## src/hw/rtl/ptq_pkg.sv

```systemverilog
`default_nettype none

package ptq_pkg;

    // Field widths of the request and result.
    localparam int PRICE_W = 47;
    localparam int TICK_W  = 32;
    localparam int OPC_W   = 2;
    localparam int NEWP_W  = PRICE_W + 1;

    // Opcodes.
    localparam logic [OPC_W-1:0] OP_ROUND = 2'd0;
    localparam logic [OPC_W-1:0] OP_UP    = 2'd1;
    localparam logic [OPC_W-1:0] OP_DOWN  = 2'd2;

    // Input request.
    typedef struct packed {
        logic signed [PRICE_W-1:0] price;
        logic [TICK_W-1:0]         tick;
        logic [OPC_W-1:0]          opcode;
    } ptq_req_t;

    // Result.
    typedef struct packed {
        logic signed [NEWP_W-1:0] new_price;
        logic                     changed;
        logic                     bad_tick;
    } ptq_res_t;

    // Control bits that travel with a request through the pipeline.
    typedef struct packed {
        logic             neg;
        logic             bad;
        logic [OPC_W-1:0] op;
    } ptq_ctl_t;

    // Divider stage contents: magnitude, divisor and partial remainder.
    typedef struct packed {
        logic [PRICE_W-1:0] a;
        logic [TICK_W-1:0]  tick;
        logic [TICK_W-1:0]  rem;
        ptq_ctl_t           ctl;
    } ptq_div_t;

endpackage

`default_nettype wire

```

## src/hw/rtl/ptq_div_stage.sv

```systemverilog
`default_nettype none

module ptq_div_stage (
    input  logic              aclk,
    input  logic              aresetn,
    input  logic              en,
    input  logic              in_valid,
    input  ptq_pkg::ptq_div_t in_data,
    input  logic              in_bit,
    output logic              out_valid,
    output ptq_pkg::ptq_div_t out_data
);
    import ptq_pkg::*;

    logic [TICK_W:0] trial;
    logic [TICK_W:0] diff;
    ptq_div_t        data_next;
    ptq_div_t        data_reg;
    logic            valid_reg;

    // One restoring step: shift in the next dividend bit and subtract the tick if it fits.
    always_comb begin
        trial     = {in_data.rem, in_bit};
        diff      = trial - {1'b0, in_data.tick};
        data_next = in_data;
        if (trial >= {1'b0, in_data.tick}) begin
            data_next.rem = diff[TICK_W-1:0];
        end else begin
            data_next.rem = trial[TICK_W-1:0];
        end
    end

    // Valid bit of this stage.
    always_ff @(posedge aclk) begin
        if (!aresetn) begin
            valid_reg <= 1'b0;
        end else if (en) begin
            valid_reg <= in_valid;
        end
    end

    // Stage payload.
    always_ff @(posedge aclk) begin
        if (en && in_valid) begin
            data_reg <= data_next;
        end
    end

    assign out_valid = valid_reg;
    assign out_data  = data_reg;

endmodule

`default_nettype wire

```

## config.mk

```make
export PLATFORM = sky130hd
export DESIGN_NAME = ptq_div_stage
export DESIGN_NICKNAME = d
export VERILOG_FILES = /design/src/hw/rtl/ptq_pkg.sv /design/src/hw/rtl/ptq_div_stage.sv
export SDC_FILE = /design/constraint.sdc
export NUM_CORES = 1
export LEC_CHECK = 0
export ABC_AREA = 1
export BUFFER_PORTS_ARGS = -buffer_cell sky130_fd_sc_hd__buf_4
export CAP_MARGIN = 20
export CORE_MARGIN = 2
export CORE_UTILIZATION = 46
export CTS_CLUSTER_DIAMETER = 80
export DETAILED_ROUTE_END_ITERATION = 16
export GPL_ROUTABILITY_DRIVEN = 0
export PLACE_DENSITY = 0.8
export SYNTH_ARGS = -nofsm -noshare
export SYNTH_HDL_FRONTEND = slang
export SYNTH_SLANG_ARGS = --single-unit
```

## constraint.sdc

```tcl
create_clock -name aclk -period 3.2 [get_ports aclk]
set_input_delay 0.48 -clock aclk [delete_from_list [all_inputs] [get_ports aclk]]
set_output_delay 0.48 -clock aclk [all_outputs]
set_load 0.01 [all_outputs]
```

# Word-level counts from Yosys, hierarchy flattened
# Cells that the tools add are included.
dict set report word_totals {
  ff_bits 116
  input_bits 120
  out_inout_bits 116
  word_cells 11
}
dict set report classes {
  add_sub_neg 1
  magnitude_cmp 1
  mux 1
  n_reduce_logical 1
}
# operator n
set op_table {}
lappend op_table {{>= comparator 33 x 32 -> 1 bit} 1}
lappend op_table {{two-way mux 32 bit} 1}
lappend op_table {{subtractor 32 bit} 1}
lappend op_table {{logical AND 1 bit} 1}

# Depth between registers and ports, before layout
# Gate-level depths: netlist (run 1).
dict set report depth {
  ltp_word 2
  depth_mapped 15
  mapped_depth_nobuf 14
}

# Worst setup path before layout (run 1)
# No wires, ideal clock.
dict set report synth_timing {
  kind {in2reg}
  startpoint {input port en}
  endpoint {register data_reg, in the netlist out_data[0], enable pin}
  setup_ns 0.468
  t_arrival_ns 2.756
  required_ns 2.732
  setup_slack_ns -0.024
  cell_stages 2
  n_path_buf 0
  cell_sequence {nand2_1 > inv_1}
}
dict set report synth_between {
  elab_chain_cells 1
}
# item line
set synth_rtl {}
lappend synth_rtl {{start: declaration} ptq_div_stage.sv:6} ;# input logic en,
lappend synth_rtl {{logical AND 1 bit} ptq_div_stage.sv:44} ;# if (en && in_valid) begin
lappend synth_rtl {{end signal: assignment} ptq_div_stage.sv:45} ;# data_reg <= data_next;
lappend synth_rtl {{end: declaration} ptq_div_stage.sv:18} ;# ptq_div_t data_reg;
# Every way passes these cells.
# A chain may end at the register's enable or synchronous reset.

==> flow_summary_export.csv, run 1 <==
group,metric,value,unit
run_status,status,"complete, no violations",
detailed_routing,wire_per_inst,15.2,um
finish,utilization,64.2,%
clock_network,cts_root_buffer,"clkbuf_16",
finish,multi_input_area,2580,um^2
critical_path,worst-path-max-fanout,33,
timing,setup_ws,0.532,ns
grt,grt.overflow.total,0,
floorplan,die_x,125,um
timing,slew_viol_final,0,
timing,relSlewSlack,36.2,%
critical_path,crit_arrival,2.83,ns
clock_network,cts_sinks,116,
timing,finalSetupTns,0,ns
timing,timing_hold_violations_final,0,
floorplan,core_region_area,14400,um^2
grt,grt_antenna_before_repair,0,
clock_network,cts_made_buffers,17,
finish,fillers,1221,
logic_synthesis,yosys_warnings,0,
power,power.leakage,4.69,nW
detailed_routing,dr.first_iter.drc_count,452,
hold_path,hold_path_class,"in -> reg",
finish,drive_above_1_share,29.0,%
detailed_routing,routed_wl,18500,um
clock_network,clk_pin_slew,0.05,ns
place,pre_cts_ws,0.0948,ns
floorplan,start_util,46.6,%
grt,met3_usage,6.10,%
logic_synthesis,synth-seq-cells,116,
critical_path,worstSetupEndpointType,"flop",
clock_network,clock_latency,0.42,ns
grt,grt_most_used_layer,"met2",
floorplan,io_pins,236,
logic_synthesis,syn_avg_cell_area,8.68,um^2
critical_path,criticalPathCategory,"in -> reg",
finish,syn2layout_area_growth,37.9,%
power,power_density,511,nW/um^2
floorplan,rows,44,
timing,fin_skew,0,ns
timing,period_share,83.4,%
clock_network,cts_tree,"built",
timing,tightest_slew,0.954,ns
detailed_routing,postRouteAntennaNets,0,
floorplan,die_h,125,um
timing,hold_ws,0.235,ns
grt,grt_max_degree,98,
critical_path,worstSetupStartpointType,"input pin",
place,hpwl,14200,um
detailed_routing,vias_per_cell,4.88,
finish,seqCellArea,3470,um^2
timing,fmax,0.375,GHz
critical_path,worst-endpoint-required,3.36,ns
clock_network,clockBufferDepth,2,
logic_synthesis,ys_types,29,
timing,grt_setup_unrepaired,"false",
flow_run,maxCapViolations,0,
grt,first_global_vias,5663,
critical_path,r2r_setup_slack,2.62,ns
finish,antennaDiodeCount,0,
power,ir_drop,344,uV
finish,final_cells,1215,
grt,grt.total_usage,23.7,%
logic_synthesis,yosysSeqAreaShare,51.9,%
logic_synthesis,syn-num-nets,924,
clock_network,ctsResizeCount,0,
grt,met2_usage,40.1,%
clock_network,holdBufCountCts,0,
place,place.port_buffers,235,
timing,post-route-min-period,2.67,ns
detailed_routing,route.detailed.drc,0,
grt,met1_usage,29.4,%
detailed_routing,vias,5931,
logic_synthesis,synthesis.area,6690,um^2
clock_network,h-tree-depth,4,
floorplan,die-area,15500,um^2
logic_synthesis,synthCells,771,
place,dp_cells,1183,
finish,fin_nets,1171,
timing,finalSetupViolations,0,
clock_network,post_cts_buffers,0,
detailed_routing,first_pass_iters,5,
grt,grt_pass1_wl,28800,um
-- cells in the mapped netlist --
library cell	count	area (um^2)
a21boi_0	1	7.51
a21o_1	2	15.0
a21oi_1	18	90.1
and2_1	8	50.1
buf_12	1	20.0
buf_2	6	30.0
buf_6	1	11.3
buf_8	1	15.0
dfxtp_1	1	20.0
edfxtp_1	115	3450
fa_1	1	20.0
ha_1	32	400
inv_1	149	559
inv_2	1	3.75
nand2_1	277	1040
nand2_2	5	31.3
nand2_4	1	11.3
nand2_8	1	20.0
nand3_1	54	270
nand3_2	16	160
nand3b_1	11	82.6
nand4_1	3	18.8
nor2_1	38	143
nor2_2	2	12.5
nor2_4	2	22.5
nor3_1	7	35.0
nor3_2	2	20.0
o21ai_0	1	5.00
xor2_1	14	123
-- state kept, by name, indices dropped and copies added, names as in the netlist --
| name | count |
|---|---|
| out_data | 115 |
| out_valid | 1 |
-- per-layer routing --
layer,wire length [um],part of all wire [%],vias up
met5,0,0,-
met3,1340,7.2,47
li1,-,-,2951
met2,9010,49,240
met4,499,2.7,0
met1,7650,41,2693
-- power breakdown --
| group | internal, W | switching [W] |
|---|---|---|
| Sequential | 0.00182 | 0.0000356 |
| Clock | 0.00115 | 0.000728 |
| Combinational | 0.000423 | 0.000552 |
-- kinds of logic (layout without fill, tap and decap cells) --
kind of cell	count (synthesis)	count (layout)	synth area share, %
AND/OR/NAND/NOR	427	427	28.7
buffers and inverters	159	419	9.56
flip-flops	116	116	51.9
adder cells (fa/ha/maj)	33	33	6.28
AO/OA/AOI/OAI	22	22	1.76
XOR/XNOR	14	14	1.83
-- worst paths after layout --
kind / endpoint / cells past startpoint / startpoint
max: out_data[16]$_DFFE_PP_ / 10 / in_data[31]
min: out_data[91]$_DFFE_PP_ / 1 / in_data[91]
max reg2reg: out_valid$_SDFFE_PN0P_ / 2 / out_valid$_SDFFE_PN0P_
min reg2reg: out_valid$_SDFFE_PN0P_ / 2 / out_valid$_SDFFE_PN0P_
-- critical path, stage by stage --
cell and delay (ns):
buf_4 0.12, ha_1 0.35, a21oi_1 0.23, nand2_1 0.10, a21oi_1 0.16, nand2_1 0.11
nor2_4 0.74, nand2_8 0.31, nand2_1 0.15, nand2_1 0.07
-- stage by stage --
step	instance area, um^2	total power [W]
4_1_cts	9220	0.00474
2_1_floorplan	6690	0.00244
3_5_place_dp	8640	0.00286
5_1_grt	9220	0.00491
6_report	9220	0.00471
3_3_place_gp	8640	0.00283
-- layout by cell type, fill, tap and decap left out, types with 2 or more instances in the layout --
master and instances:
a21o_1 2, nand2_2 5, buf_4 236, a21oi_1 18, nand3_2 16, clkinv_2 2, xor2_1 14, nor3_2 2
nand2_1 277, inv_1 148, nand3_1 54, clkbuf_16 17, nor3_1 7, edfxtp_1 115, ha_1 32, nand3b_1 11
and2_1 8, clkinv_4 5, nand4_1 3, nor2_2 2, inv_6 2, clkinvlp_4 4, nor2_1 38, bufinv_16 2
nor2_4 2
-- area by class of cell --
type	instances	area share, %
Inverter	150	6.15
Tap cell	184	2.50
Timing Repair Buffer	237	19.4
Multi-Input combinational cell	496	27.9
Sequential cell	116	37.7
Clock inverter	14	1.67
Clock buffer	18	4.65
No activity file was read; power rests on OpenSTA's default activity.
==> run 2, diff against run 1 <==
==> constraint.sdc (replaced) <==
create_clock -name aclk -period 2.2 [get_ports aclk]
set_input_delay 0.33 -clock aclk [delete_from_list [all_inputs] [get_ports aclk]]
set_output_delay 0.33 -clock aclk [all_outputs]
set_load 0.01 [all_outputs]
==> flow_summary_export.csv, run 2 (synthesized netlist as in run 1, its figures left out) <==
group,metric,value,unit
run_status,status,"complete, no violations",
detailed_routing,dr.first_iter.drc_count,405,
critical_path,worst-endpoint-required,2.37,ns
timing,hold_ws,0.0857,ns
critical_path,worst-path-max-fanout,4,
place,dpl_cell_area,8920,um^2
timing,fin_skew,0,ns
timing,grt_setup_unrepaired,"false",
detailed_routing,postRouteAntennaNets,0,
critical_path,criticalPathCategory,"in -> reg",
grt,grt_max_degree,94,
detailed_routing,vias,6012,
finish,final_cell_mix,"nand2_1 (276), buf_4 (266), inv_1 (148), edfxtp_1 (115), nand3_1 (54)",
finish,fillers,1175,
finish,fin_nets,1203,
power,power.leakage,4.84,nW
grt,grt_pass1_wl,29900,um
grt,grt.total_usage,24.6,%
timing,finalSetupViolations,0,
detailed_routing,first_pass_iters,5,
clock_network,cts_made_buffers,17,
timing,relSlewSlack,65.7,%
hold_path,hold_path_class,"in -> reg",
floorplan,die_h,125,um
timing,slew_viol_final,0,
clock_network,cts_root_buffer,"clkbuf_16",
detailed_routing,routed_wl,18900,um
grt,grt.overflow.total,0,
grt,first_global_vias,5903,
timing,fmax,0.520,GHz
place,hpwl,14500,um
detailed_routing,wire_per_inst,15.2,um
critical_path,worstSetupEndpointType,"flop",
finish,antennaDiodeCount,0,
place,place.port_buffers,235,
clock_network,clk_pin_slew,0.06,ns
critical_path,crit_chain,"buf_4 -> inv_1 -> ha_1 -> inv_1 -> fa_1 -> nand3_1 -> nand3_1 -> nand2_1 -> nand3_1 -> nand2_1 -> nand4_1 -> nand3_2 -> nand2_1",
floorplan,die_x,125,um
clock_network,clock_latency,0.41,ns
grt,grt_antenna_before_repair,0,
finish,utilization,66.0,%
floorplan,start_util,46.6,%
clock_network,h-tree-depth,4,
critical_path,worstSetupStartpointType,"input pin",
critical_path,crit_buf_inv,3,
timing,finalSetupTns,0,ns
timing,timing_hold_violations_final,0,
clock_network,cts_sinks,116,
detailed_routing,route.detailed.drc,0,
floorplan,io_pins,236,
timing,period_share,87.5,%
finish,fin_area,9490,um^2
flow_run,maxCapViolations,0,
critical_path,crit_family,"simple AND/OR/NAND/NOR gates",
floorplan,die-area,15500,um^2
power,ir_drop,468,uV
floorplan,core_region_area,14400,um^2
clock_network,ctsResizeCount,0,
finish,largest_register_ffs,115,
timing,post-route-min-period,1.92,ns
place,dp_cells,1215,
floorplan,rows,44,
finish,syn2layout_area_growth,41.8,%
clock_network,cts_tree,"built",
clock_network,post_cts_buffers,0,
critical_path,max_stage_delay,0.45,ns
detailed_routing,vias_per_cell,4.83,
finish,layout_commonest_cell,"nand2_1",
clock_network,clockBufferDepth,2,
finish,final_cells,1246,
finish,drive_above_1_share,31.2,%
power,power_density,723,nW/um^2
timing,tightest_slew,0.514,ns
clock_network,holdBufCountCts,0,
critical_path,cpMaxStageDelayCell,"fa_1",
critical_path,crit_arrival,2.10,ns
[run 2: cell count changes in the layout (fill, tap and decap cells not counted), sizes merged]
cell      previous run  this run
clkinv               7         4
clkinvlp             4         6
buf                237       269
[run 2: layout make-up]
class | count | area, um^2 | area share (%)
multi-input combinational | 496 | 2590 | 27.3
clock inverter | 13 | 135 | 1.42
tap | 184 | 230 | 2.43
sequential | 116 | 3470 | 36.6
inverter | 150 | 567 | 5.98
clock buffer | 18 | 429 | 4.52
timing repair buffer | 269 | 2060 | 21.7
[run 2: through the flow]
stage	setup slack [ns]	total power, W
floorplan	-0.249	0.00355
global placement	-0.0708	0.00420
detailed placement	-0.115	0.00423
CTS	0.331	0.00690
global route	0.133	0.00717
finish	0.275	0.00686
[run 2: final timing paths]
path | startpoint | endpoint | slack (ns) | depth (start not counted)
worst max register to register | out_valid$_SDFFE_PN0P_ | out_valid$_SDFFE_PN0P_ | 1.62 | 2
worst min-delay path | in_data[87] | out_data[87]$_DFFE_PP_ | 0.09 | 1
worst min register to register | out_valid$_SDFFE_PN0P_ | out_valid$_SDFFE_PN0P_ | 0.47 | 2
worst max-delay path | in_bit | out_data[28]$_DFFE_PP_ | 0.28 | 13
[run 2: routing by layer]
layer / part of all wire [%] / track usage (%)
met2: 49 / 41.6
met5: 0 / 0
met4: 2.7 / 9.98
met1: 42 / 30.2
met3: 7.1 / 5.93
[run 2: worst register-to-register path, stage by stage, from the launching register on]
cell      delay (ns)
dfxtp_1         0.32
nand2_1         0.05
a21boi_0        0.13
[run 2: power by group]
part           internal, W  switching, W  leakage, nW
clock network      0.00165       0.00101        0.264
registers          0.00265     0.0000529         1.08
logic             0.000679      0.000819         3.49
==> run 3, diff against run 2 <==
--- a/config.mk
+++ b/config.mk
@@ -6,13 +6,14 @@
 export NUM_CORES = 1
 export LEC_CHECK = 0
 export ABC_AREA = 1
-export BUFFER_PORTS_ARGS = -buffer_cell sky130_fd_sc_hd__buf_4
+export BUFFER_PORTS_ARGS = -buffer_cell sky130_fd_sc_hd__buf_2
 export CAP_MARGIN = 20
 export CORE_MARGIN = 2
 export CORE_UTILIZATION = 46
 export CTS_CLUSTER_DIAMETER = 80
 export DETAILED_ROUTE_END_ITERATION = 16
 export GPL_ROUTABILITY_DRIVEN = 0
+export GPL_TIMING_DRIVEN = 0
 export PLACE_DENSITY = 0.8
 export SYNTH_ARGS = -nofsm -noshare
 export SYNTH_HDL_FRONTEND = slang
==> flow_summary_export.csv, run 3 (synthesized netlist as in run 1, its figures left out) <==
group,metric,value,unit
timing,fmax,0.484,GHz
floorplan,io_pins,236,
timing,period_share,94.0,%
detailed_routing,vias_per_cell,4.77,
clock_network,clockBufferDepth,2,
clock_network,cts_tree,"built",
timing,relSlewSlack,45.0,%
place,hpwl,14000,um
floorplan,rows,44,
timing,hold_ws,0.0858,ns
floorplan,die_x,125,um
floorplan,start_util,46.6,%
detailed_routing,wire_per_inst,14.4,um
grt,first_global_vias,5705,
finish,largest_register_ffs,115,
timing,fin_skew,0,ns
finish,syn2layout_area_growth,31.1,%
timing,timing_hold_violations_final,0,
detailed_routing,first_pass_iters,5,
critical_path,worst-endpoint-required,2.37,ns
critical_path,crit_arrival,2.24,ns
clock_network,h-tree-depth,4,
critical_path,worst-path-max-fanout,4,
finish,final_cell_mix,"nand2_1 (276), buf_2 (241), inv_1 (148), edfxtp_1 (115), nand3_1 (54)",
clock_network,clk_pin_slew,0.06,ns
clock_network,holdBufCountCts,0,
detailed_routing,route.detailed.drc,0,
grt,grt_antenna_before_repair,1,
critical_path,worstSetupEndpointType,"flop",
power,ir_drop,496,uV
grt,grt_pass1_wl,28200,um
run_status,status,"complete, no violations",
critical_path,criticalPathCategory,"in -> reg",
place,place.port_buffers,235,
power,power_density,775,nW/um^2
detailed_routing,postRouteAntennaNets,0,
grt,grt.total_usage,23.0,%
clock_network,cts_root_buffer,"clkbuf_16",
timing,post-route-min-period,2.07,ns
floorplan,core_region_area,14400,um^2
finish,fin_nets,1181,
power,power.leakage,4.55,nW
clock_network,cts_sinks,116,
timing,finalSetupTns,0,ns
detailed_routing,dr.first_iter.drc_count,467,
grt,grt_max_degree,45,
clock_network,cts_made_buffers,17,
clock_network,clock_latency,0.41,ns
floorplan,die_h,125,um
critical_path,worstSetupStartpointType,"input pin",
hold_path,hold_path_class,"in -> reg",
grt,grt.overflow.total,0,
timing,tightest_slew,0.824,ns
finish,antennaDiodeCount,0,
timing,slew_viol_final,0,
finish,drive_above_1_share,29.8,%
finish,fillers,1258,
flow_run,maxCapViolations,0,
finish,layout_commonest_cell,"nand2_1",
detailed_routing,routed_wl,17600,um
timing,finalSetupViolations,0,
detailed_routing,vias,5846,
clock_network,ctsResizeCount,0,
floorplan,die-area,15500,um^2
## run 3: worst paths after layout
path                     startpoint                     end  slack (ns)  depth (start not counted)
max reg2reg  out_valid$_SDFFE_PN0P_  out_valid$_SDFFE_PN0P_        1.61                          2
min reg2reg  out_valid$_SDFFE_PN0P_  out_valid$_SDFFE_PN0P_        0.48                          2
min                     in_data[91]  out_data[91]$_DFFE_PP_        0.09                          1
max                          in_bit  out_data[16]$_DFFE_PP_        0.13                         13
## run 3: critical path, stage by stage
cell and delay (ns):
buf_2 0.09, inv_1 0.07, ha_1 0.14, inv_1 0.08, fa_1 0.47, nand3_1 0.13, nand3_1 0.16, nand3_1 0.12
nand3b_1 0.20, buf_4 0.21, xor2_1 0.13, nand2_1 0.07, nand2_1 0.04
## run 3: what timing repair did
action,CTS,global route
buffers inserted,0,1
setup endpoints to repair,0,1
hold endpoints to repair,0,0
## run 3: stage by stage
step           utilization, %  power (W)  cell area (um^2)  instances  setup WS, ns
2_1_floorplan               -    0.00355              6710        771        -0.249
3_3_place_gp             56.5    0.00399              8120       1190         -1.09
3_5_place_dp             56.8    0.00402              8160       1192        -0.246
4_1_cts                  61.0    0.00685              8770       1224         0.198
5_1_grt                  61.1    0.00712              8770       1225      -0.00346
6_report                 61.1    0.00680              8770       1225         0.132
## run 3: final cells by class
class | instances | area, um^2 | share of cell area, %
well taps | 184 | 230 | 2.62
clock buffers | 18 | 429 | 4.89
clock inverters | 14 | 180 | 2.05
repair buffers | 238 | 1220 | 13.9
multi-input cells | 496 | 2590 | 29.6
plain buffers | 9 | 76.3 | 0.870
inverters | 150 | 567 | 6.46
flip-flops and latches | 116 | 3470 | 39.6
## run 3: routing by layer
layer	wire [um]	GRT usage, %	vias up
li1	-	-	2969
met1	7270	27.8	2593
met2	8290	38.1	242
met3	1500	7.30	40
met4	530	9.58	2
met5	13	0	-
## run 3: report_power, final
group / leakage (nW) / switching, W / internal (W)
sequential: 1.08 / 0.0000399 / 0.00265
clock: 0.291 / 0.00102 / 0.00179
combinational: 3.18 / 0.000805 / 0.000499
total: 4.55 / 0.00186 / 0.00494
