### src/hw/rtl/ptq_pkg.sv
`default_nettype none

package ptq_pkg;

    // Field widths of the request and result.
    localparam int PRICE_W = 47;
    localparam int TICK_W  = 32;
    localparam int OPC_W   = 2;
    localparam int NEWP_W  = PRICE_W + 1;

    // Opcodes.
    localparam logic [OPC_W-1:0] OP_ROUND = 2'd0;
    localparam logic [OPC_W-1:0] OP_UP    = 2'd1;
    localparam logic [OPC_W-1:0] OP_DOWN  = 2'd2;

    // Input request.
    typedef struct packed {
        logic signed [PRICE_W-1:0] price;
        logic [TICK_W-1:0]         tick;
        logic [OPC_W-1:0]          opcode;
    } ptq_req_t;

    // Result.
    typedef struct packed {
        logic signed [NEWP_W-1:0] new_price;
        logic                     changed;
        logic                     bad_tick;
    } ptq_res_t;

    // Control bits that travel with a request through the pipeline.
    typedef struct packed {
        logic             neg;
        logic             bad;
        logic [OPC_W-1:0] op;
    } ptq_ctl_t;

    // Divider stage contents: magnitude, divisor and partial remainder.
    typedef struct packed {
        logic [PRICE_W-1:0] a;
        logic [TICK_W-1:0]  tick;
        logic [TICK_W-1:0]  rem;
        ptq_ctl_t           ctl;
    } ptq_div_t;

endpackage

`default_nettype wire

### src/hw/rtl/ptq_fixup.sv
`default_nettype none

module ptq_fixup (
    input  logic              aclk,
    input  logic              aresetn,
    input  logic              en,
    input  logic              in_valid,
    input  ptq_pkg::ptq_div_t in_data,
    output logic              out_valid,
    output ptq_pkg::ptq_res_t out_data
);
    import ptq_pkg::*;

    typedef struct packed {
        logic [PRICE_W-1:0] a;
        logic [TICK_W-1:0]  tick;
        logic [PRICE_W-1:0] base;
        logic               rz;
        logic               up;
        ptq_ctl_t           ctl;
    } fx_a_t;

    typedef struct packed {
        logic [NEWP_W-1:0]  m;
        logic [PRICE_W-1:0] a;
        logic               neg;
        logic               bad;
    } fx_b_t;

    fx_a_t             a_next;
    fx_a_t             a_reg;
    fx_b_t             b_next;
    fx_b_t             b_reg;
    ptq_res_t          c_next;
    ptq_res_t          c_reg;
    logic              a_valid_reg;
    logic              b_valid_reg;
    logic              c_valid_reg;
    logic [NEWP_W-1:0] base_e;
    logic [NEWP_W-1:0] tick_e;
    logic [NEWP_W-1:0] a_e;
    logic [NEWP_W-1:0] neg_m;

    // First stage: the grid point below the magnitude is a minus the remainder.
    always_comb begin
        a_next      = '0;
        a_next.a    = in_data.a;
        a_next.tick = in_data.tick;
        a_next.base = in_data.a - {{(PRICE_W-TICK_W){1'b0}}, in_data.rem};
        a_next.rz   = (in_data.rem == '0);
        a_next.up   = ({in_data.rem, 1'b0} >= {1'b0, in_data.tick});
        a_next.ctl  = in_data.ctl;
    end

    // Second stage: magnitude of the result before the sign is applied.
    always_comb begin
        base_e   = {1'b0, a_reg.base};
        tick_e   = {{(NEWP_W-TICK_W){1'b0}}, a_reg.tick};
        a_e      = {1'b0, a_reg.a};
        b_next   = '0;
        b_next.a = a_reg.a;
        b_next.neg = a_reg.ctl.neg;
        b_next.bad = a_reg.ctl.bad;
        case (a_reg.ctl.op)
            OP_ROUND: begin
                b_next.m = base_e + (a_reg.up ? tick_e : '0);
            end
            OP_UP: begin
                if (a_reg.ctl.neg) begin
                    b_next.m = base_e - (a_reg.rz ? tick_e : '0);
                end else begin
                    b_next.m = base_e + tick_e;
                end
            end
            OP_DOWN: begin
                if (a_reg.ctl.neg) begin
                    b_next.m = base_e + tick_e;
                end else begin
                    b_next.m = base_e - (a_reg.rz ? tick_e : '0);
                end
            end
            default: begin
                b_next.m = a_e;
            end
        endcase
        // A zero tick passes the price through.
        if (a_reg.ctl.bad) begin
            b_next.m = a_e;
        end
    end

    // Third stage: apply the sign and compare against the input magnitude.
    always_comb begin
        neg_m            = '0 - b_reg.m;
        c_next.new_price = b_reg.neg ? neg_m : b_reg.m;
        c_next.changed   = (b_reg.m != {1'b0, b_reg.a});
        c_next.bad_tick  = b_reg.bad;
    end

    // Valid bits of the three stages.
    always_ff @(posedge aclk) begin
        if (!aresetn) begin
            a_valid_reg <= 1'b0;
            b_valid_reg <= 1'b0;
            c_valid_reg <= 1'b0;
        end else if (en) begin
            a_valid_reg <= in_valid;
            b_valid_reg <= a_valid_reg;
            c_valid_reg <= b_valid_reg;
        end
    end

    // Stage payloads.
    always_ff @(posedge aclk) begin
        if (en && in_valid) begin
            a_reg <= a_next;
        end
        if (en && a_valid_reg) begin
            b_reg <= b_next;
        end
        if (en && b_valid_reg) begin
            c_reg <= c_next;
        end
    end

    assign out_valid = c_valid_reg;
    assign out_data  = c_reg;

endmodule

`default_nettype wire

### config.mk
export PLATFORM = sky130hd
export DESIGN_NAME = ptq_fixup
export DESIGN_NICKNAME = d
export VERILOG_FILES = /design/src/hw/rtl/ptq_pkg.sv /design/src/hw/rtl/ptq_fixup.sv
export SDC_FILE = /design/constraint.sdc
export NUM_CORES = 1
export LEC_CHECK = 0
export BUFFER_PORTS_ARGS = -buffer_cell sky130_fd_sc_hd__buf_2
export CELL_PAD_IN_SITES_DETAIL_PLACEMENT = 1
export CELL_PAD_IN_SITES_GLOBAL_PLACEMENT = 2
export CORE_AREA = 2 2 222 279
export DETAILED_ROUTE_END_ITERATION = 6
export DIE_AREA = 0 0 224 281
export PLACE_DENSITY = 0.83
export SYNTH_ARGS = -nofsm -noshare
export SYNTH_HDL_FRONTEND = slang
export SYNTH_SLANG_ARGS = --single-unit
### constraint.sdc
create_clock -name aclk -period 4 [get_ports aclk]
set_input_delay 0.8 -clock aclk [delete_from_list [all_inputs] [get_ports aclk]]
set_output_delay 0.8 -clock aclk [all_outputs]
set_load 0.01 [all_outputs]
== Word level (Yosys, flattened, before mapping) ==
Cells that the tools add are included.
Storage, ports and cells
  register bits after elaboration: 282
  bits of input ports: 119
  output and inout bits: 51
  logic and storage cells: 40
Operators by class
  add/sub/neg operators: 5
  magnitude comparators: 1
  equal/unequal tests: 3
  mux-type cells: 7
  reductions and logical operators: 5
Operators with widths (count)
  2-to-1 mux 48 bit: 3
  one-hot mux 48 bit (3 select lines): 1
  adder 47 x 32 -> 48 bit: 2
  2-to-1 mux 32 bit: 2
  != test 48 x 47 -> 1 bit: 1
  subtractor 1 x 48 -> 48 bit, first input constant: 1
  subtractor 47 x 32 -> 48 bit: 1
  2-to-1 mux 47 bit: 1
  subtractor 47 x 32 -> 47 bit: 1
  greater-or-equal comparator 33 x 32 -> 1 bit: 1
  logical NOT 32 bit: 1
  logical AND 1 bit: 3
  equality test 2 x 1 -> 1 bit, second input constant: 1
  equality test 2 bit, second input constant: 1
  logical NOT 2 bit: 1

== Depth between registers and ports, before layout ==
Gate-level depths: netlist (run 1).
  word-level depth: 5
  gate-level depth with buffers: 13
  mapped depth without buffers: 13

== Worst setup path after synthesis (run 1) ==
No wires, ideal clock.
  path type: input-to-reg
  start: input port en
  end: register a_reg, in the netlist a_e[0], enable pin
  setup time: 0.507 ns
  arrival time: 3.838 ns
  setup slack: -0.345 ns
  stages: 1
  cell sequence: and2_1
Between the ends
  longest elaborated chain between the ends: 1
Ends and longest elaborated chain
  start: declaration: RTL line ptq_fixup.sv:6  | input logic en,
  logical AND 1 bit: RTL line ptq_fixup.sv:115  | if (en && in_valid) begin
  end signal: assignment: RTL line ptq_fixup.sv:116  | a_reg <= a_next;
  end: declaration: RTL line ptq_fixup.sv:31  | fx_a_t a_reg;
No other way between the ends.
A chain may end at the register's enable or synchronous reset.

==> results of run 1 <==
## kinds of logic after synthesis
kind of cell	count (synthesis)	share of synthesized area
and+or+nand+nor	676	0.161
AOI/OAI and AO/OA	644	0.201
DFF	282	0.402
xor gates and xnor gates	229	0.0956
buffers and inverters	186	0.0333
adders and majority gates	169	0.102
muxes	10	0.00483
## power breakdown
part | switching, uW | leakage [uW] | internal (uW)
logic | 1780 | 0.00645 | 1190
clock network | 1240 | 0.000484 | 1710
registers | 229 | 0.00259 | 3450
## stage by stage
step / worst slack (ns) / instances / total power (uW)
floorplan: 0.475 / 2196 / 5490
global placement: 0.121 / 3175 / 6570
detailed placement: 0.0136 / 3175 / 6650
CTS: 0.130 / 3227 / 9610
global route: 0.0270 / 3229 / 10000
finish: 0.0926 / 3229 / 9610
## synthesized netlist by cell type, types with 11 or more instances
library cell    n
a211oi_1       22
a21o_1         52
a21oi_1       176
a222oi_1       12
a31oi_1        29
and2_1         53
and3_1         12
clkbuf_1       78
edfxtp_1      279
ha_1          165
inv_1         100
nand2_1       202
nand2b_1       26
nand3_1        35
nand4_1        54
nor2_1        138
nor2b_1        27
nor3_1         37
nor4_1         26
o211ai_1       11
o21a_1         30
o21ai_0       138
o21bai_1       15
o22ai_1        12
o31ai_1        21
o41ai_1        13
or3_1          21
or4_1          12
xnor2_1       169
xor2_1         60
## layout make-up
cell class	instances	area (sq um)
Multi-Input combinational cell	1728	11900
Fill cell	6880	35800
Inverter	100	375
Sequential cell	282	8440
Timing Repair Buffer	293	1830
Antenna cell	2	5.00
Tap cell	772	966
Clock buffer	31	733
Clock inverter	21	272
## metal layers
layer,track usage,vias up
li1,-,8709
met2,0.412,524
met3,0.0249,97
met5,0,-
met1,0.321,9068
met4,0.0776,0
## worst max-delay path, stage by stage, from the launching register on
cell,delay (ns)
edfxtp_1,0.42
buf_12,0.18
and2_1,0.16
ha_1,0.37
nand3_1,0.20
nor4_1,0.36
nor3_1,0.15
buf_4,0.19
a21oi_1,0.17
buf_4,0.17
o2111ai_1,0.17
buf_4,0.22
a21oi_1,0.20
buf_4,0.18
nand3_1,0.07
and3_1,0.22
a31oi_1,0.26
## worst max path at each step
| stage | slack [ns] | to | start | depth (start not counted) |
|---|---|---|---|---|
| global route | 0.03 | b_reg[94]$_DFFE_PP_ | a_reg[4]$_DFFE_PP_ | 16 |
| CTS | 0.13 | b_reg[85]$_DFFE_PP_ | a_reg[6]$_DFFE_PP_ | 14 |
| finish | 0.09 | b_reg[94]$_DFFE_PP_ | a_reg[4]$_DFFE_PP_ | 16 |
| detailed placement | 0.01 | a_reg[44]$_DFFE_PP_ | in_data[68] | 13 |
| global placement | 0.12 | a_reg[38]$_DFFE_PP_ | in_data[68] | 13 |
| floorplan | 0.47 | b_reg[0]$_DFFE_PP_ | en | 1 |
==> metrics.yaml, run 1 <==
run_status:
  status: "complete, no violations"
logic_synthesis:
  synth_ff_type: "edfxtp_1"
  yosysTopAreaCell: "edfxtp_1"
  ys_ff_latch: 282
  syn-num-nets: 2484
  synthDistinctLibCells: 80
  ys_seq_area_frac: 0.402
  synth_area_leaders: "edfxtp_1, ha_1, xnor2_1"
  netlist_area_sq_mm: 0.0210
  synth-edff-count: 279
  syn_inst: 2196
  syn_avg_cell_area_sq_um: 9.55
  async_reset_ff_frac: 0
  synth_top_area_frac: 0.399
  yosysWarnings: 0
routing:
  drtIter0Drc: 1107
  wl_met1_um: 34300
  wire_per_inst_um: 24.0
  wl_met2_um: 36700
  ant_nets: 0
  viasPerCell: 5.70
  firstDrtPassIters: 6
  drc_errors: 0
  wl_um: 77400
  vias: 18400
  wl_met3_um: 4010
  top_layer: "met4"
floorplan:
  num_rows: 101
  die-area_sq_mm: 0.0629
  fp.dieH_um: 281
  io_pins: 170
  core_sq_mm: 0.0603
  die_w_um: 224
  start_util: 0.348
timing:
  fmax_mhz: 256
  fin_crit_sh: 0.977
  hold-worst-slack_ns: 0.395
  relSlewSlack: 0.238
  timing.clock.skew_ns: 0.0288
  tns_ns: 0
  rsz0062_at_grt: "no"
  tightest_slew_ns: 1.14
  finalHoldViolations: 0
  finalSetupViolations: 0
  drv_slew: 0
  min_period_ns: 3.91
cells_and_area:
  syn_to_final_growth_pct: 16.8
  largest_register_ffs: 97
  layout_common_cells: "edfxtp_1, nand2_1, a21oi_1"
  final_common_cell: "edfxtp_1"
  fin_util: 0.407
  drive_gt1_frac: 0.152
  final_area_sq_mm: 0.0245
  fin_nets: 2722
setup_path:
  endpoint_kind: "register"
  startpoint_type: "register"
  worst_ep_arrival_time_ns: 4.29
  reg2reg_depth: 16
  r2r-start: "a_reg[4]$_DFFE_PP_"
  timing.rr.end: "b_reg[94]$_DFFE_PP_"
  critical_path_required_ns: 4.38
  rrSetupSlack_ns: 0.09
  path_max_fanout: 24
  setup.worst_path.class: "reg -> reg"
placed_design:
  placed_area_sq_mm: 0.0235
  hpwl_um: 63500
  portBuffers: 169
  gp_congestion: 0.905
clock_network:
  cts_tree: "yes"
  htree_levels: 1
  cts_hold_buffers: 0
  clk_pin_slew_ns: 0.07
  clk_latency_ns: 0.60
  cts-buffers-inserted: 29
  post_cts_resized: 0
  cts_root_buf: "clkbuf_16"
  post_cts_buffers: 0
  cts.sinks: 282
  clk_path_buf_depth: 3
global_routing:
  overflow: 0
  grtUsageTotal: 0.242
  grt_pass1_vias: 19100
  grt_antenna_before_repair: 3
  grt_pass1_wl_um: 116000
  grt_max_degree: 59
pwr:
  leakagePower_uw: 0.00953
  peakVddDrop_mv: 0.231
  power_density_mw_per_mm2: 392
worst_hold_path:
  min_from: "in_data[0]"
  min_path_type: "in -> reg"
  holdPathStages: 1
  whs_endpoint: "a_reg[0]$_DFFE_PP_"
run:
  maxCapViolCount: 0
Note: power is estimated with default switching activity, not from simulation.
==> run 2, diff against run 1 <==
--- a/config.mk
+++ b/config.mk
@@ -5,13 +5,14 @@
 export SDC_FILE = /design/constraint.sdc
 export NUM_CORES = 1
 export LEC_CHECK = 0
+export ABC_AREA = 1
 export BUFFER_PORTS_ARGS = -buffer_cell sky130_fd_sc_hd__buf_2
 export CELL_PAD_IN_SITES_DETAIL_PLACEMENT = 1
 export CELL_PAD_IN_SITES_GLOBAL_PLACEMENT = 2
-export CORE_AREA = 2 2 222 279
+export CORE_AREA = 2 2 255 319
 export DETAILED_ROUTE_END_ITERATION = 6
-export DIE_AREA = 0 0 224 281
-export PLACE_DENSITY = 0.83
+export DIE_AREA = 0 0 257 321
+export PLACE_DENSITY = 0.85
 export SYNTH_ARGS = -nofsm -noshare
 export SYNTH_HDL_FRONTEND = slang
 export SYNTH_SLANG_ARGS = --single-unit
==> metrics.yaml, run 2 <==
run_status:
  status: "complete, no violations"
logic_synthesis:
  syn_inst: 3717  # +69%
  syn-num-nets: 4005  # +61%
  netlist_area_sq_mm: 0.0252  # +20%
  async_reset_ff_frac: 0  # unchanged
  synth-edff-count: 279  # unchanged
  yosysMostFrequentCell: "nand2_1"
  synth_top_area_frac: 0.332  # -0.0671
  yosysTopAreaCell: "edfxtp_1"
  ys_seq_area_frac: 0.335  # -0.0676
  ys_ff_latch: 282  # unchanged
  syn_avg_cell_area_sq_um: 6.78  # -29%
  synthDistinctLibCells: 64  # -20%
  synth_area_leaders: "edfxtp_1, nand2_1, inv_1"
  yosysWarnings: 0  # unchanged
  synth_ff_type: "edfxtp_1"
  synth_top_cells_by_count: "nand2_1, inv_1, nor2_1, edfxtp_1, nand3_1"
pwr:
  p_sw_uw: 4070  # +25%
  p_int_uw: 6280  # -1.3%
  sw_frac_of_total: 0.393  # +0.0549
  leakagePower_uw: 0.0135  # +42%
  power_density_mw_per_mm2: 357  # -9.0%
  peakVddDrop_mv: 0.244  # +5.7%
  p_total_uw: 10300  # +7.7%
  p_clk_frac: 0.310  # +0.002
  combPwrFrac: 0.331  # +0.022
  p_seq_frac: 0.359  # -0.024
setup_path:
  cpPeakStageDelay_ns: 0.38  # -0.04 ns
  setup.worst_path.class: "reg -> reg"
  r2r-start: "a_reg[4]$_DFFE_PP_"
  rrSetupSlack_ns: 0.44  # +0.35 ns
  reg2reg_depth: 18  # +2
  worst_ep_arrival_time_ns: 3.90  # -0.39 ns
  slowest_stage: "o21bai_2"
  cp_common_cell: "inv_1"
  critical_path_buf_inv_count: 5  # unchanged
  endpoint_kind: "register"
  critical_path_required_ns: 4.34  # -0.04 ns
  timing.rr.end: "b_reg[79]$_DFFE_PP_"
  startpoint_type: "register"
  path_max_fanout: 21  # -13%
  cp_cell_sequence: "buf_4, nand2_1, inv_1, ha_1, inv_1, fa_1, inv_1, nand3_1, nand3_1, nand2_1, nand2_1, inv_1, o21bai_2, a21oi_1, xor2_1, nor2_1, nor2_1, nor2_1"
  crit_family: "simple AND/OR/NAND/NOR gates"
cells_and_area:
  diodes: 0  # -2
  multi_input_area_sq_mm: 0.0142  # +20%
  layout_common_cells: "nand2_1, inv_1, nor2_1"
  drive_gt1_frac: 0.106  # -0.0468
  syn_to_final_growth_pct: 14.9
  fin_nets: 4240  # +56%
  seqCellArea_sq_mm: 0.00844  # unchanged
  fillCellCount: 10200  # +48%
  largest_register_ffs: 97  # unchanged
  fin_cells: 5041  # +56%
  final_common_cell: "nand2_1"
placed_design:
  portBuffers: 169  # unchanged
  placed_cells: 4977  # +57%
  gp_congestion: 1.03  # +14%
  hpwl_um: 102000  # +60%
worst_hold_path:
  min_from: "in_data[0]"
  holdPathStages: 1  # unchanged
  min_path_type: "in -> reg"
  whs_endpoint: "a_reg[0]$_DFFE_PP_"
floorplan:
  num_rows: 116  # +15%
  die_w_um: 257  # +15%
  die-area_sq_mm: 0.0825  # +31%
  core_sq_mm: 0.0797  # +32%
  start_util: 0.316  # -0.0316
  fp.dieH_um: 321  # +14%
  io_pins: 170  # unchanged
timing:
  fmax_mhz: 281  # +9.9%
  relSlewSlack: 0.252  # +0.0144
  finalHoldViolations: 0  # unchanged
  rsz0062_at_grt: "no"
  tns_ns: 0  # unchanged
  timing.clock.skew_ns: 0.0457  # +0.0169 ns
  tightest_slew_ns: 1.12  # -0.0190 ns
  min_period_ns: 3.56  # -0.351 ns
  fin_crit_sh: 0.889  # -0.0878
  finalSetupViolations: 0  # unchanged
  drv_slew: 0  # unchanged
clock_network:
  cts_tree: "yes"
  post_cts_buffers: 0  # unchanged
  htree_levels: 2  # +1
  clk_latency_ns: 0.60  # about the same
  post_cts_resized: 0  # unchanged
  cts_root_buf: "clkbuf_16"
  clk_pin_slew_ns: 0.07  # about the same
  cts-buffers-inserted: 35  # +21%
  cts_hold_buffers: 0  # unchanged
  clk_path_buf_depth: 3  # unchanged
  cts.sinks: 282  # unchanged
global_routing:
  grt_max_degree: 83  # +41%
  grt_pass1_vias: 26700  # +40%
  grt_pass1_wl_um: 170000  # +47%
  overflow: 0  # unchanged
  grtUsageTotal: 0.283  # +0.0417
  grt_antenna_before_repair: 4  # +1
routing:
  firstDrtPassIters: 5  # -1
  vias: 25700  # +40%
  drc_errors: 0  # unchanged
  drtIter0Drc: 1535  # +39%
  ant_nets: 0  # unchanged
  wire_per_inst_um: 23.5  # -2.1%
  wl_um: 118000  # +53%
  viasPerCell: 5.10  # -10%
run:
  maxCapViolCount: 0  # unchanged
## run 2: changes by cell type in the layout (fill, tap and decap cells not counted), moves of 28 or more
cell	delta
a21o_1	-45
and2_1	-44
buf_4	-53
inv_1	+495
nand2_1	+894
nand3_1	+223
nor2_1	+371
o21ai_0	-34
or2_2	+28
xnor2_1	-126
## run 2: per-stage QoR
| step | util | instance area (sq um) | setup WS, ns | hold slack, ns |
|---|---|---|---|---|
| floorplan | - | 25200 | 0.105 | 0.400 |
| global placement | 0.350 | 27900 | 0.538 | 0.409 |
| detailed placement | 0.350 | 27900 | 0.457 | 0.410 |
| CTS | 0.364 | 29000 | 0.452 | 0.337 |
| global route | 0.364 | 29000 | 0.227 | 0.365 |
| finish | 0.364 | 29000 | 0.444 | 0.373 |
## run 2: area by class of cell
type / count / area share
repair buffers: 245 / 0.0528
inverters: 621 / 0.0807
clock buffers: 36 / 0.0303
clock inverters: 28 / 0.00786
well taps: 1062 / 0.0458
multi-input cells: 2767 / 0.491
flip-flops and latches: 282 / 0.291
## run 2: cell families (layout without fill, tap and decap cells)
| group | count (synthesis) | count (layout) | synth area share |
|---|---|---|---|
| DFF | 282 | 282 | 0.335 |
| xor gates and xnor gates | 119 | 119 | 0.0413 |
| buffers and inverters | 668 | 930 | 0.101 |
| AOI/OAI and AO/OA | 382 | 382 | 0.0874 |
| and+or+nand+nor | 2097 | 2097 | 0.351 |
| adders and majority gates | 169 | 169 | 0.0850 |
## run 2: worst max path at each step
stage,depth (start not counted),start,to,slack [ns]
CTS,18,a_reg[4]$_DFFE_PP_,b_reg[79]$_DFFE_PP_,0.45
detailed placement,18,a_reg[4]$_DFFE_PP_,b_reg[79]$_DFFE_PP_,0.46
global placement,18,a_reg[4]$_DFFE_PP_,b_reg[79]$_DFFE_PP_,0.54
finish,18,a_reg[4]$_DFFE_PP_,b_reg[79]$_DFFE_PP_,0.44
global route,18,a_reg[4]$_DFFE_PP_,b_reg[79]$_DFFE_PP_,0.23
floorplan,2,in_valid,a_e[0]$_DFFE_PP_,0.10
## run 2: power groups by stage
stage	Combinational [uW]	Clock (uW)	Sequential, uW
6_report	3430	3210	3710
5_1_grt	3740	3340	3710
4_1_cts	3370	3280	3690
3_5_place_dp	3360	0	3760
3_3_place_gp	3310	0	3750
2_1_floorplan	2060	0	3600
## run 2: metal layers
layer  share of wire  GRT usage
met5         0.00035          0
met2            0.48      0.495
met4           0.069      0.171
met3           0.049     0.0361
met1            0.40      0.330
==> run 3, diff against run 2 <==
--- a/config.mk
+++ b/config.mk
@@ -10,6 +10,7 @@
 export CELL_PAD_IN_SITES_DETAIL_PLACEMENT = 1
 export CELL_PAD_IN_SITES_GLOBAL_PLACEMENT = 2
 export CORE_AREA = 2 2 255 319
+export CTS_BUF_LIST = sky130_fd_sc_hd__clkbuf_4
 export DETAILED_ROUTE_END_ITERATION = 6
 export DIE_AREA = 0 0 257 321
 export PLACE_DENSITY = 0.85
==> metrics.yaml, run 3 (synthesis gave the netlist of run 2 again) <==
global_routing:
  grt_antenna_before_repair: 7  # +3
  grt_max_degree: 83  # unchanged
  overflow: 0  # unchanged
  grt_pass1_wl_um: 171000  # +0.53%
  grt_pass1_vias: 27200  # +1.5%
  grtUsageTotal: 0.285  # +0.00181
cells_and_area:
  drive_gt1_frac: 0.120  # +0.0141
  fin_nets: 4287  # +1.1%
  largest_register_ffs: 97  # unchanged
  fillCellCount: 10300  # +0.63%
  fin_cells: 5118  # +1.5%
  final_common_cell: "nand2_1"
  syn_to_final_growth_pct: 14.6
  layout_common_cells: "nand2_1, inv_1, nor2_1"
routing:
  drtIter0Drc: 1787  # +16%
  wl_um: 119000  # +0.26%
  vias: 26100  # +1.4%
  firstDrtPassIters: 5  # unchanged
  ant_nets: 0  # unchanged
  drc_errors: 0  # unchanged
  wire_per_inst_um: 23.2  # -1.3%
  viasPerCell: 5.10  # -0.17%
floorplan:
  die-area_sq_mm: 0.0825  # unchanged
  io_pins: 170  # unchanged
  die_w_um: 257  # unchanged
  core_sq_mm: 0.0797  # unchanged
  fp.dieH_um: 321  # unchanged
  start_util: 0.316  # unchanged
  num_rows: 116  # unchanged
timing:
  rsz0062_at_grt: "no"
  finalSetupViolations: 0  # unchanged
  layout_setup_ws_ns: 0.310  # -0.134 ns
  tightest_slew_ns: 1.10  # -0.0246 ns
  hold-worst-slack_ns: 0.101  # -0.272 ns
  tns_ns: 0  # unchanged
  timing.clock.skew_ns: 0.110  # +0.0643 ns
  min_period_ns: 3.69  # +0.134 ns
  drv_slew: 0  # unchanged
  finalHoldViolations: 0  # unchanged
  relSlewSlack: 0.268  # +0.0156
  fmax_mhz: 271  # -3.6%
  fin_crit_sh: 0.923  # +0.0335
worst_hold_path:
  min_path_type: "in -> reg"
setup_path:
  startpoint_type: "register"
  worst_ep_arrival_time_ns: 4.28  # +0.38 ns
  endpoint_kind: "register"
  critical_path_required_ns: 4.59  # +0.25 ns
  path_max_fanout: 10  # -52%
  setup.worst_path.class: "reg -> reg"
pwr:
  p_total_uw: 9890  # -4.4%
  peakVddDrop_mv: 0.210  # -14%
  power_density_mw_per_mm2: 342  # -4.2%
  leakagePower_uw: 0.0136  # +0.54%
placed_design:
  place_ws_ns: 0.457  # unchanged
  hpwl_um: 102000  # unchanged
  portBuffers: 169  # unchanged
  gp_congestion: 1.03  # unchanged
  placed_cells: 4977  # unchanged
run_status:
  status: "complete, no violations"
clock_network:
  cts-buffers-inserted: 78  # +120%
  clk_latency_ns: 0.93  # +0.33 ns
  htree_levels: 3  # +1
  post_cts_resized: 0  # unchanged
  cts_tree: "yes"
  clk_path_buf_depth: 3  # unchanged
  cts_root_buf: "clkbuf_4"
  cts.sinks: 282  # unchanged
  clk_pin_slew_ns: 0.07  # about the same
run:
  maxCapViolCount: 0  # unchanged
## run 3: changes by cell type in the layout (fill, tap and decap cells not counted), sizes merged
cell,change
clkbuf,+66
clkinv,+9
clkinvlp,-5
diode,+4
dlygate4sd3,+4
inv,-1
## run 3: path summary, 6_finish.rpt
| check | start | endpoint | slack [ns] | depth (start not counted) |
|---|---|---|---|---|
| setup / recovery | a_reg[5]$_DFFE_PP_ | b_reg[66]$_DFFE_PP_ | 0.31 | 17 |
| hold / removal | in_data[64] | a_reg[81]$_DFFE_PP_ | 0.10 | 1 |
| setup reg to reg | a_reg[5]$_DFFE_PP_ | b_reg[66]$_DFFE_PP_ | 0.31 | 17 |
| hold reg to reg | b_reg[0]$_DFFE_PP_ | out_data[0]$_DFFE_PP_ | 0.42 | 0 |
## run 3: power by group
| group | switching (uW) | internal (uW) |
|---|---|---|
| Sequential | 256 | 3450 |
| Clock | 1400 | 1340 |
| Combinational | 2360 | 1060 |
## run 3: layout make-up
class | count | area [sq um] | share of cell area
tap | 1062 | 1330 | 0.0460
timing repair buffer | 249 | 1570 | 0.0543
multi-input combinational | 2767 | 14200 | 0.493
clock inverter | 31 | 215 | 0.00744
sequential | 282 | 8440 | 0.292
clock buffer | 102 | 766 | 0.0265
antenna | 4 | 10.0 | 0.000346
inverter | 621 | 2340 | 0.0809
## run 3: per-stage QoR
step / cell area [sq um] / util
after detailed placement: 27900 / 0.350
after CTS: 28900 / 0.363
final: 28900 / 0.363
after global routing: 28900 / 0.363
after floorplan: 25200 / -
after global placement: 27900 / 0.350
## run 3: critical path: stages, from the launching register on
cell      delay, ns
edfxtp_1       0.66
buf_4          0.24
nand2_1        0.06
ha_1           0.29
buf_4          0.16
nand2_1        0.06
nand2_1        0.04
inv_1          0.11
nand2_1        0.13
inv_1          0.07
nand2_1        0.26
inv_1          0.12
nand2_1        0.32
buf_4          0.27
or2_1          0.20
nand3_1        0.07
nand3_1        0.16
o22a_1         0.21
## run 3: repair_timing
action                    CTS  global route
hold endpoints to repair    4             0
hold buffers                4             0
setup buffers               0             0
## run 3: per-layer routing
layer	wire length, um	track usage
met2	57000	0.499
met1	47500	0.330
met3	6240	0.0407
met5	46	0
met4	7820	0.171
